==> src/hdl/psd_pkg.sv <==
// shared types and constants of the pointer shake detector
`timescale 1ns / 1ps
`default_nettype none

package psd_pkg;

    // field widths of one input word and of the configuration registers
    localparam int TIME_W = 32;
    localparam int POS_W  = 16;
    localparam int STEP_W = 17;
    localparam int WIN_W  = 24;
    localparam int SWING_W = 12;
    localparam int THR_W  = 4;

    // operand and accumulator widths of the shared multiply-accumulate unit
    localparam int OPND_W = 18;
    localparam int ACC_W  = 36;

    // squared step length that counts as motion
    localparam logic signed [ACC_W-1:0] MOTION_MIN_SQ = 36'sd4;

    // configuration register indexes
    localparam int CFG_IDX_W = 2;
    localparam logic [CFG_IDX_W-1:0] CFG_WINDOW_US  = 2'd0;
    localparam logic [CFG_IDX_W-1:0] CFG_MIN_SWING  = 2'd1;
    localparam logic [CFG_IDX_W-1:0] CFG_REV_THRESH = 2'd2;

    // register reset values
    localparam logic [WIN_W-1:0]   WINDOW_US_RST  = 24'd600000;
    localparam logic [SWING_W-1:0] MIN_SWING_RST  = 12'd30;
    localparam logic [THR_W-1:0]   REV_THRESH_RST = 4'd4;

    // input kind codes
    localparam logic KIND_SAMPLE = 1'b0;
    localparam logic KIND_CLEAR  = 1'b1;

    // control of the multiply-accumulate unit
    typedef struct packed {
        logic en;
        logic acc_clr;
    } mac_ctrl_t;

    // sequencer states
    typedef enum logic [11:0] {
        ST_IDLE   = 12'b0000_0000_0001,
        ST_SQX    = 12'b0000_0000_0010,
        ST_SQY    = 12'b0000_0000_0100,
        ST_DOTX   = 12'b0000_0000_1000,
        ST_DOTY   = 12'b0000_0001_0000,
        ST_DOTCHK = 12'b0000_0010_0000,
        ST_EY     = 12'b0000_0100_0000,
        ST_NEED   = 12'b0000_1000_0000,
        ST_SWING  = 12'b0001_0000_0000,
        ST_PRD    = 12'b0010_0000_0000,
        ST_PCHK   = 12'b0100_0000_0000,
        ST_OUT    = 12'b1000_0000_0000
    } seq_state_t;

endpackage

`default_nettype wire

==> src/hdl/psd_mac.sv <==
// shared signed multiply-accumulate unit
`timescale 1ns / 1ps
`default_nettype none

module psd_mac (
    input  wire logic                                  aclk,
    input  wire psd_pkg::mac_ctrl_t                    ctrl,
    input  wire logic signed [psd_pkg::OPND_W-1:0]     op_a,
    input  wire logic signed [psd_pkg::OPND_W-1:0]     op_b,
    output logic signed [psd_pkg::ACC_W-1:0]           acc
);
    import psd_pkg::*;

    logic signed [ACC_W-1:0] acc_reg;
    logic signed [ACC_W-1:0] acc_next;
    logic signed [ACC_W-1:0] prod;

    always_comb begin
        prod = op_a * op_b;
        acc_next = (ctrl.acc_clr ? '0 : acc_reg) + prod;
    end

    always_ff @(posedge aclk) begin
        if (ctrl.en) begin
            acc_reg <= acc_next;
        end
    end

    assign acc = acc_reg;

endmodule

`default_nettype wire

==> src/hdl/psd_ring.sv <==
// timestamp store of recorded reversals, one write and one registered read port
`timescale 1ns / 1ps
`default_nettype none

module psd_ring #(
    parameter int DEPTH = 8,
    parameter int AW    = 3
) (
    input  wire logic                         aclk,
    input  wire logic                         wr_en,
    input  wire logic [AW-1:0]                wr_addr,
    input  wire logic [psd_pkg::TIME_W-1:0]   wr_data,
    input  wire logic                         rd_en,
    input  wire logic [AW-1:0]                rd_addr,
    output logic [psd_pkg::TIME_W-1:0]        rd_data
);
    import psd_pkg::*;

    logic [TIME_W-1:0] mem [DEPTH];
    logic [TIME_W-1:0] rd_data_reg;

    always_ff @(posedge aclk) begin
        if (wr_en) begin
            mem[wr_addr] <= wr_data;
        end
    end

    always_ff @(posedge aclk) begin
        if (rd_en) begin
            rd_data_reg <= mem[rd_addr];
        end
    end

    assign rd_data = rd_data_reg;

endmodule

`default_nettype wire

==> src/hdl/pointer_shake_detector.sv <==
// top level of the pointer shake detector: sequencer, state and handshakes
`timescale 1ns / 1ps
`default_nettype none

// Pointer shake detector. Each input word is a pointer sample (tuser = 0) or a
// clear command (tuser = 1) and yields exactly one result word with the shake
// flag and the number of recent reversals. A sample runs through a small
// sequencer that drives one 18x18 signed multiply-accumulate unit for the
// squared step length, the dot product with the previous motion step, the
// squared distance from the anchor and the squared minimum swing, then ages
// out old reversals from the timestamp store one entry at a time, each with
// a read step and a check step. A clear goes straight to the output step; a
// sample that is no motion or the first motion skips the dot product, and
// one whose dot product is not negative skips the swing check. The age-out
// ends with a final window check when the store is not empty. These steps
// share the one multiply-accumulate unit and the single read port of the
// store. The next input word is taken the cycle after the output step, even
// while the previous result still waits on the output register; a result
// that finds the output register still full holds the sequencer in its
// output step until the old word is taken.
// The timestamp store needs no clearing after reset. Configuration writes are
// to be made only while no word is in flight.
module pointer_shake_detector #(
    parameter int REV_DEPTH = 8
) (
    input  wire logic          aclk,
    input  wire logic          aresetn,

    // input channel
    input  wire logic          s_tvalid,
    output logic               s_tready,
    input  wire logic [103:0]  s_tdata,   // time_us, pos_x, pos_y, step_x, step_y, zero pad
    input  wire logic [0:0]    s_tuser,   // kind

    // result channel
    output logic               m_tvalid,
    input  wire logic          m_tready,
    output logic [7:0]         m_tdata,   // shake, recent_count, zero pad

    // configuration write channel
    input  wire logic          cfg_valid,
    output logic               cfg_ready,
    input  wire logic [psd_pkg::CFG_IDX_W-1:0] cfg_index,
    input  wire logic [23:0]   cfg_data
);
    import psd_pkg::*;

    localparam int AW = $clog2(REV_DEPTH);
    localparam int CW = $clog2(REV_DEPTH + 1);
    localparam int SW = CW + 1;

    // configuration registers
    logic [WIN_W-1:0]   window_us_reg;
    logic [SWING_W-1:0] min_swing_reg;
    logic [THR_W-1:0]   min_rev_reg;

    // sequencer
    seq_state_t state_reg, state_next;

    // latched input word
    logic [TIME_W-1:0]        now_reg;
    logic signed [POS_W-1:0]  px_reg, py_reg;
    logic signed [STEP_W-1:0] sx_reg, sy_reg;
    logic                     clr_item_reg;

    // detector state
    logic                     have_dir_reg;
    logic                     have_anchor_reg;
    logic signed [STEP_W-1:0] last_sx_reg, last_sy_reg;
    logic signed [POS_W-1:0]  anchor_x_reg, anchor_y_reg;
    logic [AW-1:0]            oldest_reg;
    logic [CW-1:0]            cnt_reg;
    logic signed [ACC_W-1:0]  dist_reg;

    // output register
    logic       m_tvalid_reg;
    logic [7:0] m_tdata_reg;

    // datapath
    mac_ctrl_t               mac_ctrl;
    logic signed [OPND_W-1:0] mac_a, mac_b;
    logic signed [ACC_W-1:0] acc;
    logic [TIME_W-1:0]       rd_data;
    logic [TIME_W-1:0]       age;
    logic signed [STEP_W-1:0] ex, ey;

    // control of the current cycle
    logic in_accept;
    logic clr_en;
    logic rec_en;
    logic anchor_en;
    logic step_en;
    logic drop_en;
    logic rd_en;
    logic dist_en;
    logic out_load;

    logic [SW-1:0] wr_sum;
    logic [AW-1:0] wr_addr;
    logic [AW-1:0] oldest_inc;
    logic [31:0]   cnt_wide;
    logic [7:0]    result_word;

    assign s_tready  = (state_reg == ST_IDLE);
    assign in_accept = s_tvalid && s_tready;
    assign cfg_ready = 1'b1;
    assign m_tvalid  = m_tvalid_reg;
    assign m_tdata   = m_tdata_reg;

    // offsets from the latched anchor, 17 bits hold any difference of two positions
    assign ex = {px_reg[POS_W-1], px_reg} - {anchor_x_reg[POS_W-1], anchor_x_reg};
    assign ey = {py_reg[POS_W-1], py_reg} - {anchor_y_reg[POS_W-1], anchor_y_reg};

    // wrapping age of the oldest stored reversal
    assign age = now_reg - rd_data;

    // ring slot after the newest entry, and the slot after the oldest
    always_comb begin
        wr_sum = SW'(oldest_reg) + SW'(cnt_reg);
        if (wr_sum >= SW'(REV_DEPTH)) begin
            wr_sum = wr_sum - SW'(REV_DEPTH);
        end
        wr_addr = wr_sum[AW-1:0];
        oldest_inc = (oldest_reg == AW'(REV_DEPTH - 1)) ? '0 : oldest_reg + 1'b1;
    end

    // result word
    always_comb begin
        cnt_wide = 32'(cnt_reg);
        result_word = '0;
        if (!clr_item_reg) begin
            result_word[0]   = (cnt_wide >= 32'(min_rev_reg));
            result_word[4:1] = (cnt_wide > 32'd15) ? 4'hF : cnt_wide[3:0];
        end
    end

    // sequencer
    always_comb begin
        state_next = state_reg;
        mac_ctrl   = '0;
        mac_a      = '0;
        mac_b      = '0;
        clr_en     = 1'b0;
        rec_en     = 1'b0;
        anchor_en  = 1'b0;
        step_en    = 1'b0;
        drop_en    = 1'b0;
        rd_en      = 1'b0;
        dist_en    = 1'b0;
        out_load   = 1'b0;

        unique case (state_reg)
            ST_IDLE: begin
                if (in_accept) begin
                    if (s_tuser[0] == KIND_CLEAR) begin
                        clr_en     = 1'b1;
                        state_next = ST_OUT;
                    end else begin
                        state_next = ST_SQX;
                    end
                end
            end
            ST_SQX: begin
                mac_ctrl   = '{en: 1'b1, acc_clr: 1'b1};
                mac_a      = OPND_W'(sx_reg);
                mac_b      = OPND_W'(sx_reg);
                state_next = ST_SQY;
            end
            ST_SQY: begin
                mac_ctrl   = '{en: 1'b1, acc_clr: 1'b0};
                mac_a      = OPND_W'(sy_reg);
                mac_b      = OPND_W'(sy_reg);
                state_next = ST_DOTX;
            end
            ST_DOTX: begin
                // acc holds the squared step length
                if (acc < MOTION_MIN_SQ) begin
                    state_next = ST_PRD;
                end else if (!have_dir_reg) begin
                    step_en    = 1'b1;
                    anchor_en  = !have_anchor_reg;
                    state_next = ST_PRD;
                end else begin
                    mac_ctrl   = '{en: 1'b1, acc_clr: 1'b1};
                    mac_a      = OPND_W'(sx_reg);
                    mac_b      = OPND_W'(last_sx_reg);
                    state_next = ST_DOTY;
                end
            end
            ST_DOTY: begin
                mac_ctrl   = '{en: 1'b1, acc_clr: 1'b0};
                mac_a      = OPND_W'(sy_reg);
                mac_b      = OPND_W'(last_sy_reg);
                state_next = ST_DOTCHK;
            end
            ST_DOTCHK: begin
                // acc holds the dot product with the previous motion step
                if (acc[ACC_W-1]) begin
                    if (!have_anchor_reg) begin
                        rec_en     = 1'b1;
                        anchor_en  = 1'b1;
                        step_en    = 1'b1;
                        state_next = ST_PRD;
                    end else begin
                        mac_ctrl   = '{en: 1'b1, acc_clr: 1'b1};
                        mac_a      = OPND_W'(ex);
                        mac_b      = OPND_W'(ex);
                        state_next = ST_EY;
                    end
                end else begin
                    step_en    = 1'b1;
                    anchor_en  = !have_anchor_reg;
                    state_next = ST_PRD;
                end
            end
            ST_EY: begin
                mac_ctrl   = '{en: 1'b1, acc_clr: 1'b0};
                mac_a      = OPND_W'(ey);
                mac_b      = OPND_W'(ey);
                state_next = ST_NEED;
            end
            ST_NEED: begin
                dist_en    = 1'b1;
                mac_ctrl   = '{en: 1'b1, acc_clr: 1'b1};
                mac_a      = OPND_W'(min_swing_reg);
                mac_b      = OPND_W'(min_swing_reg);
                state_next = ST_SWING;
            end
            ST_SWING: begin
                // acc holds the squared minimum swing
                if (dist_reg >= acc) begin
                    rec_en    = 1'b1;
                    anchor_en = 1'b1;
                end
                step_en    = 1'b1;
                state_next = ST_PRD;
            end
            ST_PRD: begin
                if (cnt_reg == '0) begin
                    state_next = ST_OUT;
                end else begin
                    rd_en      = 1'b1;
                    state_next = ST_PCHK;
                end
            end
            ST_PCHK: begin
                if (age > TIME_W'(window_us_reg)) begin
                    drop_en    = 1'b1;
                    state_next = ST_PRD;
                end else begin
                    state_next = ST_OUT;
                end
            end
            ST_OUT: begin
                if (!m_tvalid_reg || m_tready) begin
                    out_load   = 1'b1;
                    state_next = ST_IDLE;
                end
            end
            default: begin
                state_next = ST_IDLE;
            end
        endcase
    end

    psd_mac u_mac (
        .aclk (aclk),
        .ctrl (mac_ctrl),
        .op_a (mac_a),
        .op_b (mac_b),
        .acc  (acc)
    );

    psd_ring #(
        .DEPTH (REV_DEPTH),
        .AW    (AW)
    ) u_ring (
        .aclk    (aclk),
        .wr_en   (rec_en),
        .wr_addr ((cnt_reg < CW'(REV_DEPTH)) ? wr_addr : oldest_reg),
        .wr_data (now_reg),
        .rd_en   (rd_en),
        .rd_addr (oldest_reg),
        .rd_data (rd_data)
    );

    // configuration registers
    always_ff @(posedge aclk) begin
        if (!aresetn) begin
            window_us_reg <= WINDOW_US_RST;
            min_swing_reg <= MIN_SWING_RST;
            min_rev_reg   <= REV_THRESH_RST;
        end else if (cfg_valid && cfg_ready) begin
            unique case (cfg_index)
                CFG_WINDOW_US:  window_us_reg <= cfg_data;
                CFG_MIN_SWING:  min_swing_reg <= cfg_data[SWING_W-1:0];
                CFG_REV_THRESH: min_rev_reg   <= cfg_data[THR_W-1:0];
                default: ;
            endcase
        end
    end

    // latched input word, no reset needed
    always_ff @(posedge aclk) begin
        if (in_accept) begin
            now_reg      <= s_tdata[31:0];
            px_reg       <= s_tdata[47:32];
            py_reg       <= s_tdata[63:48];
            sx_reg       <= s_tdata[80:64];
            sy_reg       <= s_tdata[97:81];
            clr_item_reg <= (s_tuser[0] == KIND_CLEAR);
        end
        if (dist_en) begin
            dist_reg <= acc;
        end
    end

    // sequencer, detector state and output register
    always_ff @(posedge aclk) begin
        if (!aresetn) begin
            state_reg       <= ST_IDLE;
            have_dir_reg    <= 1'b0;
            have_anchor_reg <= 1'b0;
            last_sx_reg     <= '0;
            last_sy_reg     <= '0;
            anchor_x_reg    <= '0;
            anchor_y_reg    <= '0;
            oldest_reg      <= '0;
            cnt_reg         <= '0;
            m_tvalid_reg    <= 1'b0;
        end else begin
            state_reg <= state_next;

            if (clr_en) begin
                have_dir_reg    <= 1'b0;
                have_anchor_reg <= 1'b0;
                last_sx_reg     <= '0;
                last_sy_reg     <= '0;
                anchor_x_reg    <= '0;
                anchor_y_reg    <= '0;
                oldest_reg      <= '0;
                cnt_reg         <= '0;
            end else begin
                if (step_en) begin
                    last_sx_reg  <= sx_reg;
                    last_sy_reg  <= sy_reg;
                    have_dir_reg <= 1'b1;
                end
                if (anchor_en) begin
                    anchor_x_reg    <= px_reg;
                    anchor_y_reg    <= py_reg;
                    have_anchor_reg <= 1'b1;
                end
                // a full store drops its oldest entry when a new one comes in
                if (rec_en) begin
                    if (cnt_reg < CW'(REV_DEPTH)) begin
                        cnt_reg <= cnt_reg + 1'b1;
                    end else begin
                        oldest_reg <= oldest_inc;
                    end
                end
                if (drop_en) begin
                    oldest_reg <= oldest_inc;
                    cnt_reg    <= cnt_reg - 1'b1;
                end
            end

            if (out_load) begin
                m_tvalid_reg <= 1'b1;
            end else if (m_tready) begin
                m_tvalid_reg <= 1'b0;
            end
        end
    end

    always_ff @(posedge aclk) begin
        if (out_load) begin
            m_tdata_reg <= result_word;
        end
    end

    // store never holds more than its depth
    assert property (@(posedge aclk) disable iff (!aresetn)
        cnt_reg <= CW'(REV_DEPTH))
        else $error("reversal count above store depth");

    // a new result appears only after the sequencer's output step
    assert property (@(posedge aclk) disable iff (!aresetn)
        $rose(m_tvalid) |-> $past(state_reg == ST_OUT))
        else $error("result word without output step");

    // a clear word empties the store and drops the anchor
    assert property (@(posedge aclk) disable iff (!aresetn)
        (in_accept && s_tuser[0] == KIND_CLEAR) |=> (cnt_reg == '0 && !have_anchor_reg))
        else $error("clear word left detector state behind");

    // a sample never finishes before the motion test
    assert property (@(posedge aclk) disable iff (!aresetn)
        (in_accept && s_tuser[0] == KIND_SAMPLE) |=> (state_reg == ST_SQX))
        else $error("sample skipped the step length test");

endmodule

`default_nettype wire

==> config.mk <==
export PLATFORM = sky130hd
export DESIGN_NAME = pointer_shake_detector
export DESIGN_NICKNAME = d
export VERILOG_FILES = /design/src/hdl/psd_pkg.sv /design/src/hdl/psd_mac.sv /design/src/hdl/psd_ring.sv /design/src/hdl/pointer_shake_detector.sv
export SDC_FILE = /design/constraint.sdc
export NUM_CORES = 2
export LEC_CHECK = 0
export BUFFER_PORTS_ARGS = -buffer_cell sky130_fd_sc_hd__buf_2
export CORE_AREA = 2 2 252 254
export CTS_CLUSTER_DIAMETER = 40
export DETAILED_ROUTE_END_ITERATION = 8
export DIE_AREA = 0 0 254 256
export PLACE_DENSITY_LB_ADDON = 0.12
export SYNTH_ARGS = -nofsm -noshare
export SYNTH_HDL_FRONTEND = slang
export SYNTH_HIERARCHICAL = 1
export SYNTH_SLANG_ARGS = --single-unit
==> constraint.sdc <==
create_clock -name aclk -period 14.3 [get_ports aclk]
set_input_delay 2.86 -clock aclk [delete_from_list [all_inputs] [get_ports aclk]]
set_output_delay 2.86 -clock aclk [all_outputs]
set_load 0.1 [all_outputs]
## Yosys cells after proc, flatten, opt, wreduce, memory -nomap -nowiden

Memory sizes are Yosys's and may differ from the RTL's. A register that Yosys moved wholly into a read port is not among the register bits.
Cells that the tools add are included.

- Memory bits (writable): 256
- Flip-flop bits (word level): 304
- Logic and storage cells: 136
- Memories kept: 1
- Bits of input ports: 136

- Reductions and logical operators: 19
- Bitwise logic cells: 1
- Order comparisons: 6
- Multiply operators: 1
- Multiplexer cells: 59
- Equal/unequal tests: 18
- $add $sub $neg: 9

Memories:

| memory | depth | bits a word | rd ports | clocked after Yosys merged registers in | wr ports | line | RTL |
|---|---|---|---|---|---|---|---|
| u_ring.mem | 8 | 32 | 1 | 1 | 1 | psd_ring.sv:19 | `logic [TIME_W-1:0] mem [DEPTH];` |

Operator list:

| kind | count |
|---|---|
| one-hot mux 12 bit (12 select lines) | 1 |
| one-hot mux 18 bit (7 select lines) | 1 |
| 2-to-1 mux 18 bit | 6 |
| one-hot mux 18 bit (6 select lines) | 1 |
| 2-to-1 mux 12 bit | 6 |
| adder 36 bit | 1 |
| >= comparator 36 bit | 1 |
| less-than comparator 36 x 4 -> 1 bit (second input constant) | 1 |
| multiplier 18 x 18 -> 36 bit | 1 |
| 2-to-1 mux 36 bit | 1 |
| subtractor 16 x 16 -> 17 bit | 2 |
| greater-than comparator 32 x 24 -> 1 bit | 1 |
| subtractor 32 bit | 1 |
| 2-to-1 mux 10 bit | 3 |
| 2-to-1 mux 1 bit | 23 |
| 2-to-1 mux 3 bit | 6 |
| == test 12 x 1 -> 1 bit (second input constant) | 1 |
| == test 12 x 10 -> 1 bit (second input constant) | 1 |
| == test 12 x 11 -> 1 bit (second input constant) | 1 |
| == test 12 bit (second input constant) | 1 |
| == test 12 x 2 -> 1 bit (second input constant) | 1 |
| == test 12 x 3 -> 1 bit (second input constant) | 1 |
| == test 12 x 4 -> 1 bit (second input constant) | 1 |
| == test 12 x 5 -> 1 bit (second input constant) | 1 |
| other kinds (32) | 49 |

## Logic depth before layout (Yosys ltp)

- Depth in word-level cells: 6
- Mapped depth: 37
- Mapped depth without buffers: 36

## By module

The synthesis kept the hierarchy.

By module, submodules not included:

| module | sequential area each (um2) | cells each | times used | area each (um2) |
|---|---|---|---|---|
| pointer_shake_detector | 6,766.5 | 1,711 | 1 | 15,628.7 |
| psd_mac | 1,081.0 | 1,472 | 1 | 14,473.9 |
| psd_ring | 8,648.3 | 415 | 1 | 10,786.6 |

## Worst setup path after synthesis

Ideal clock, no wire load.

- Kind: reg2reg
- Start point: register state_reg[3]
- End point: register u_mac.acc_reg[33], in the netlist u_mac/acc[33] (data pin)
- Stages on the path, launching flop included: 27
- Setup slack: 5,151 ps
- Required time: 14,034 ps
- Arrival time: 8,883 ps
- Clock period less this slack: 9,149 ps
- Cell sequence: dfxtp_1 or4_1 nor2_1 nand2_1 nor3b_1 clkbuf_1 a222oi_1 nand3_1 clkbuf_1 nand2_1 fa_1 fa_1 inv_1 fa_1 fa_1 fa_1 inv_1 fa_1 inv_1 ha_1 ha_1 clkbuf_1 a21o_1 a21o_1 a221o_1 a211oi_1 a211oi_1

- Elaborated cells between the ends (all ways): 16
- Classes of those cells: 1 x add/sub; 1 x mul; 7 x eq/ne; 4 x mux; 3 x reduce/logical

RTL lines:

| element | line | RTL |
|---|---|---|
| start, declared | pointer_shake_detector.sv:58 | `seq_state_t state_reg, state_next;` |
| start signal, assigned | pointer_shake_detector.sv:332 | `state_reg <= state_next;` |
| == test 12 x 8 -> 1 bit, or another cell as far along | pointer_shake_detector.sv:152 | `unique case (state_reg)` |
| one-hot mux 18 bit (7 select lines) * | pointer_shake_detector.sv:152 |  |
| net mac_b[5] | pointer_shake_detector.sv:81 | `logic signed [OPND_W-1:0] mac_a, mac_b;` |
| multiplier 18 x 18 -> 36 bit * | psd_mac.sv:19 | `prod = op_a * op_b;` |
| adder 36 bit * | psd_mac.sv:20 | `acc_next = (ctrl.acc_clr ? '0 : acc_reg) + prod;` |
| net u_mac.acc_next[33] | psd_mac.sv:15 | `logic signed [ACC_W-1:0] acc_next;` |
| end signal, assigned | psd_mac.sv:25 | `acc_reg <= acc_next;` |
| end, declared | psd_mac.sv:14 | `logic signed [ACC_W-1:0] acc_reg;` |

The timed path passes the listed nets; every way through them passes the cells marked *.
A chain may end at the register's enable or synchronous reset.

## Worst setup path in the final report

- Start point: register py_reg[1]
- End point: register u_mac.acc_reg[33], in the netlist u_mac/acc[33] (data pin)

- Cells in the longest elaborated chain, start to end: 4
- Elaborated cells between the ends (all ways): 5
- Classes of those cells: 2 x add/sub; 1 x mul; 2 x mux

Ends and longest elaborated chain:

| element | line | RTL |
|---|---|---|
| start, declared | pointer_shake_detector.sv:62 | `logic signed [POS_W-1:0] px_reg, py_reg;` |
| start signal, assigned | pointer_shake_detector.sv:308 | `py_reg <= s_tdata[63:48];` |
| subtractor 16 x 16 -> 17 bit | pointer_shake_detector.sv:112 | `assign ey = {py_reg[POS_W-1], py_reg} - {anchor_y_reg[POS_W-1], anchor_y_reg};` |
| one-hot mux 18 bit (7 select lines) | pointer_shake_detector.sv:152 |  |
| net mac_b[11] | pointer_shake_detector.sv:81 |  |
| multiplier 18 x 18 -> 36 bit | psd_mac.sv:19 |  |
| adder 36 bit | psd_mac.sv:20 |  |
| net u_mac.acc_next[33] | psd_mac.sv:15 |  |

The timed path passes the listed nets, and every way through them passes these cells.

==> impl_metrics.json <==
{
  "outcome": "completed",
  "max_stage_delay_ps": 1020,
  "cts_setup_buffers": 0,
  "yosysMostFrequentCell": "inv_1",
  "grt_pass1_wl_um": 163000,
  "tightestPinTransition_ps": 1260,
  "vdd_drop_max_mv": 0.129,
  "h-tree-depth": 3,
  "synth_async_sr_flop_share": 0,
  "core-area_um2": 62400,
  "cp_common_cell": "fa_1",
  "ys_seq_elements": 592,
  "critPathKind": "reg2reg",
  "avgViaCountPerCell": 6.11,
  "track_usage": 0.329,
  "largest_reg_flops": 256,
  "cts_tree": "yes",
  "post-route-period-util": 0.717,
  "clock_path_buffers": 3,
  "setup_viol": 0,
  "clk_latency_ps": 640,
  "synthCells": 3598,
  "numCtsBuffers": 84,
  "crit_required_ps": 14650,
  "synth.largest_area_cell": "edfxtp_1",
  "detailedPlacementHpwl_um": 74100,
  "fmax_ghz": 0.0975,
  "drt_iter0_markers": 2328,
  "nets": 4477,
  "gpl.final_weighted_congestion": 0.954,
  "drt-pass1-iter-count": 9,
  "ys_types": 88,
  "setup-tns-final_ps": 0,
  "post-route-drc-count": 0,
  "area_delta_synth_final_pct": 11.0,
  "avgSynthCellArea_um2": 11.4,
  "synth_edf_count": 464,
  "start_kind": "flip-flop",
  "grt_overflow": 0,
  "vias": 28400,
  "grt_pass1_vias": 30300,
  "rsz0062_at_grt": "false",
  "ys_seq_area_frac": 0.403,
  "cellPowerDensity_nw_per_um2": 98.4,
  "slowest_stage": "nand3_1",
  "diodes": 0,
  "power_leakage_nw": 19.0,
  "syn_area_um2": 40900,
  "cp.arrival_ps": 10610,
  "clock-sinks": 592,
  "die_w_um": 254,
  "slew_violations": 0,
  "skew_ps": 33.0,
  "fp.dieArea_um2": 65000,
  "synth_top_area_frac": 0.341,
  "start_util": 0.655,
  "cts.clk_slew.worst_paths_ps": 60,
  "io_buffer_count": 136,
  "yosysWarnings": 6,
  "antenna_found_initial": 1,
  "timing.slew.headroom": 0.159,
  "clockRootBuffer": "clkbuf_16",
  "crit_buf_inv": 2,
  "min_path_type": "reg2reg",
  "grt_max_degree": 69,
  "synthTopCellsByCount": "510 x inv_1, 464 x edfxtp_1, 457 x nand2_1, 367 x fa_1, 246 x ha_1",
  "min_path_cells": 2,
  "holdWs_ps": 449,
  "cap_violations": 0,
  "ant_nets": 0,
  "critical-path-top-delay-family": "adder cells",
  "crit_path_end_kind": "flip-flop",
  "wirelength_um": 105000,
  "row_count": 92,
  "cp.depth": 26,
  "path_max_fanout": 18,
  "reg2reg_depth": 26,
  "hold_buffers": 0,
  "period_needed_ps": 10260,
  "hold_viol": 0,
  "synthFlopType": "edfxtp_1",
  "ios": 147,
  "cts-resized-gates": 0,
  "drive_gt1_frac": 0.112,
  "synth.area.top_cells": "edfxtp_1 34%, fa_1 18%, ha_1 7.5%",
  "wl_per_cell_um": 22.5,
  "fp.dieH_um": 256
}
## final cells by class
type | instances | area [µm²]
multi-input cells | 2365 | 22000
fillers | 4282 | 17000
flip-flops and latches | 592 | 16500
clock buffers | 101 | 2210
inverters | 510 | 1910
well taps | 846 | 1060
repair buffers | 175 | 973
clock inverters | 57 | 751
## cells by family (layout without fill, tap and decap cells)
kind of cell    after synthesis  after routing  synth area share
xor+xnor                     89             89            0.0191
buf+inv                     643            843            0.0615
compound gates              524            524            0.0861
simple gates               1031           1031             0.125
fa+ha+maj                   613            613             0.255
flops                       592            592             0.403
mux                         104            104            0.0498
other cells                   2              4          0.000184
## where the power goes
part / internal (mW) / switching (mW) / total, mW
sequential: 1.91 / 0.0477 / 1.96
combinational: 0.129 / 0.226 / 0.355
clock: 1.32 / 0.835 / 2.15
## path summary, 6_finish.rpt
kind	startpoint	endpoint	slack (ps)
hold / removal	anchor_x_reg[4]$_SDFFE_PP0P_	anchor_x_reg[4]$_SDFFE_PP0P_	450
setup / recovery	py_reg[1]$_DFFE_PP_	u_mac/acc[33]$_DFFE_PP_	4040
hold reg to reg	anchor_x_reg[4]$_SDFFE_PP0P_	anchor_x_reg[4]$_SDFFE_PP0P_	450
setup reg to reg	py_reg[1]$_DFFE_PP_	u_mac/acc[33]$_DFFE_PP_	4040
## through the flow
stage / power, mW / util / worst slack, ps / cell area, µm² / std cells
3_3_place_gp: 2.32 / 0.680 / 4450 / 42400 / 4488
2_1_floorplan: 2.21 / - / 5150 / 40900 / 3600
5_1_grt: 4.60 / 0.727 / 3630 / 45400 / 4646
4_1_cts: 4.48 / 0.727 / 4240 / 45400 / 4646
3_5_place_dp: 2.33 / 0.680 / 4250 / 42400 / 4488
6_report: 4.46 / 0.727 / 4040 / 45400 / 4646
## per-layer routing
metal | global-route usage | wire [µm]
met5 | 0 | 12
met4 | 0.169 | 5610
met3 | 0.0605 | 7550
met2 | 0.565 | 53000
met1 | 0.395 | 38500
## cell usage in the layout (no fill, tap or decap), types with 34 or more instances in the layout
cell type	count
inv_1	510
edfxtp_1	464
nand2_1	456
fa_1	367
ha_1	246
and2_1	185
a21oi_1	161
buf_2	136
dfxtp_1	125
nor2_1	97
clkbuf_16	85
o21ai_0	60
xnor2_1	60
nand2b_1	45
a21o_1	43
mux4_1	40
nand3_1	39
buf_4	39
a21boi_0	34
mux2_2	34
## worst min-delay path, stage by stage (launching register included)
cell and delay (ps):
dfxtp_1 310, nand2_1 50, a21oi_1 50
No activity file was read; power rests on OpenSTA's default activity.
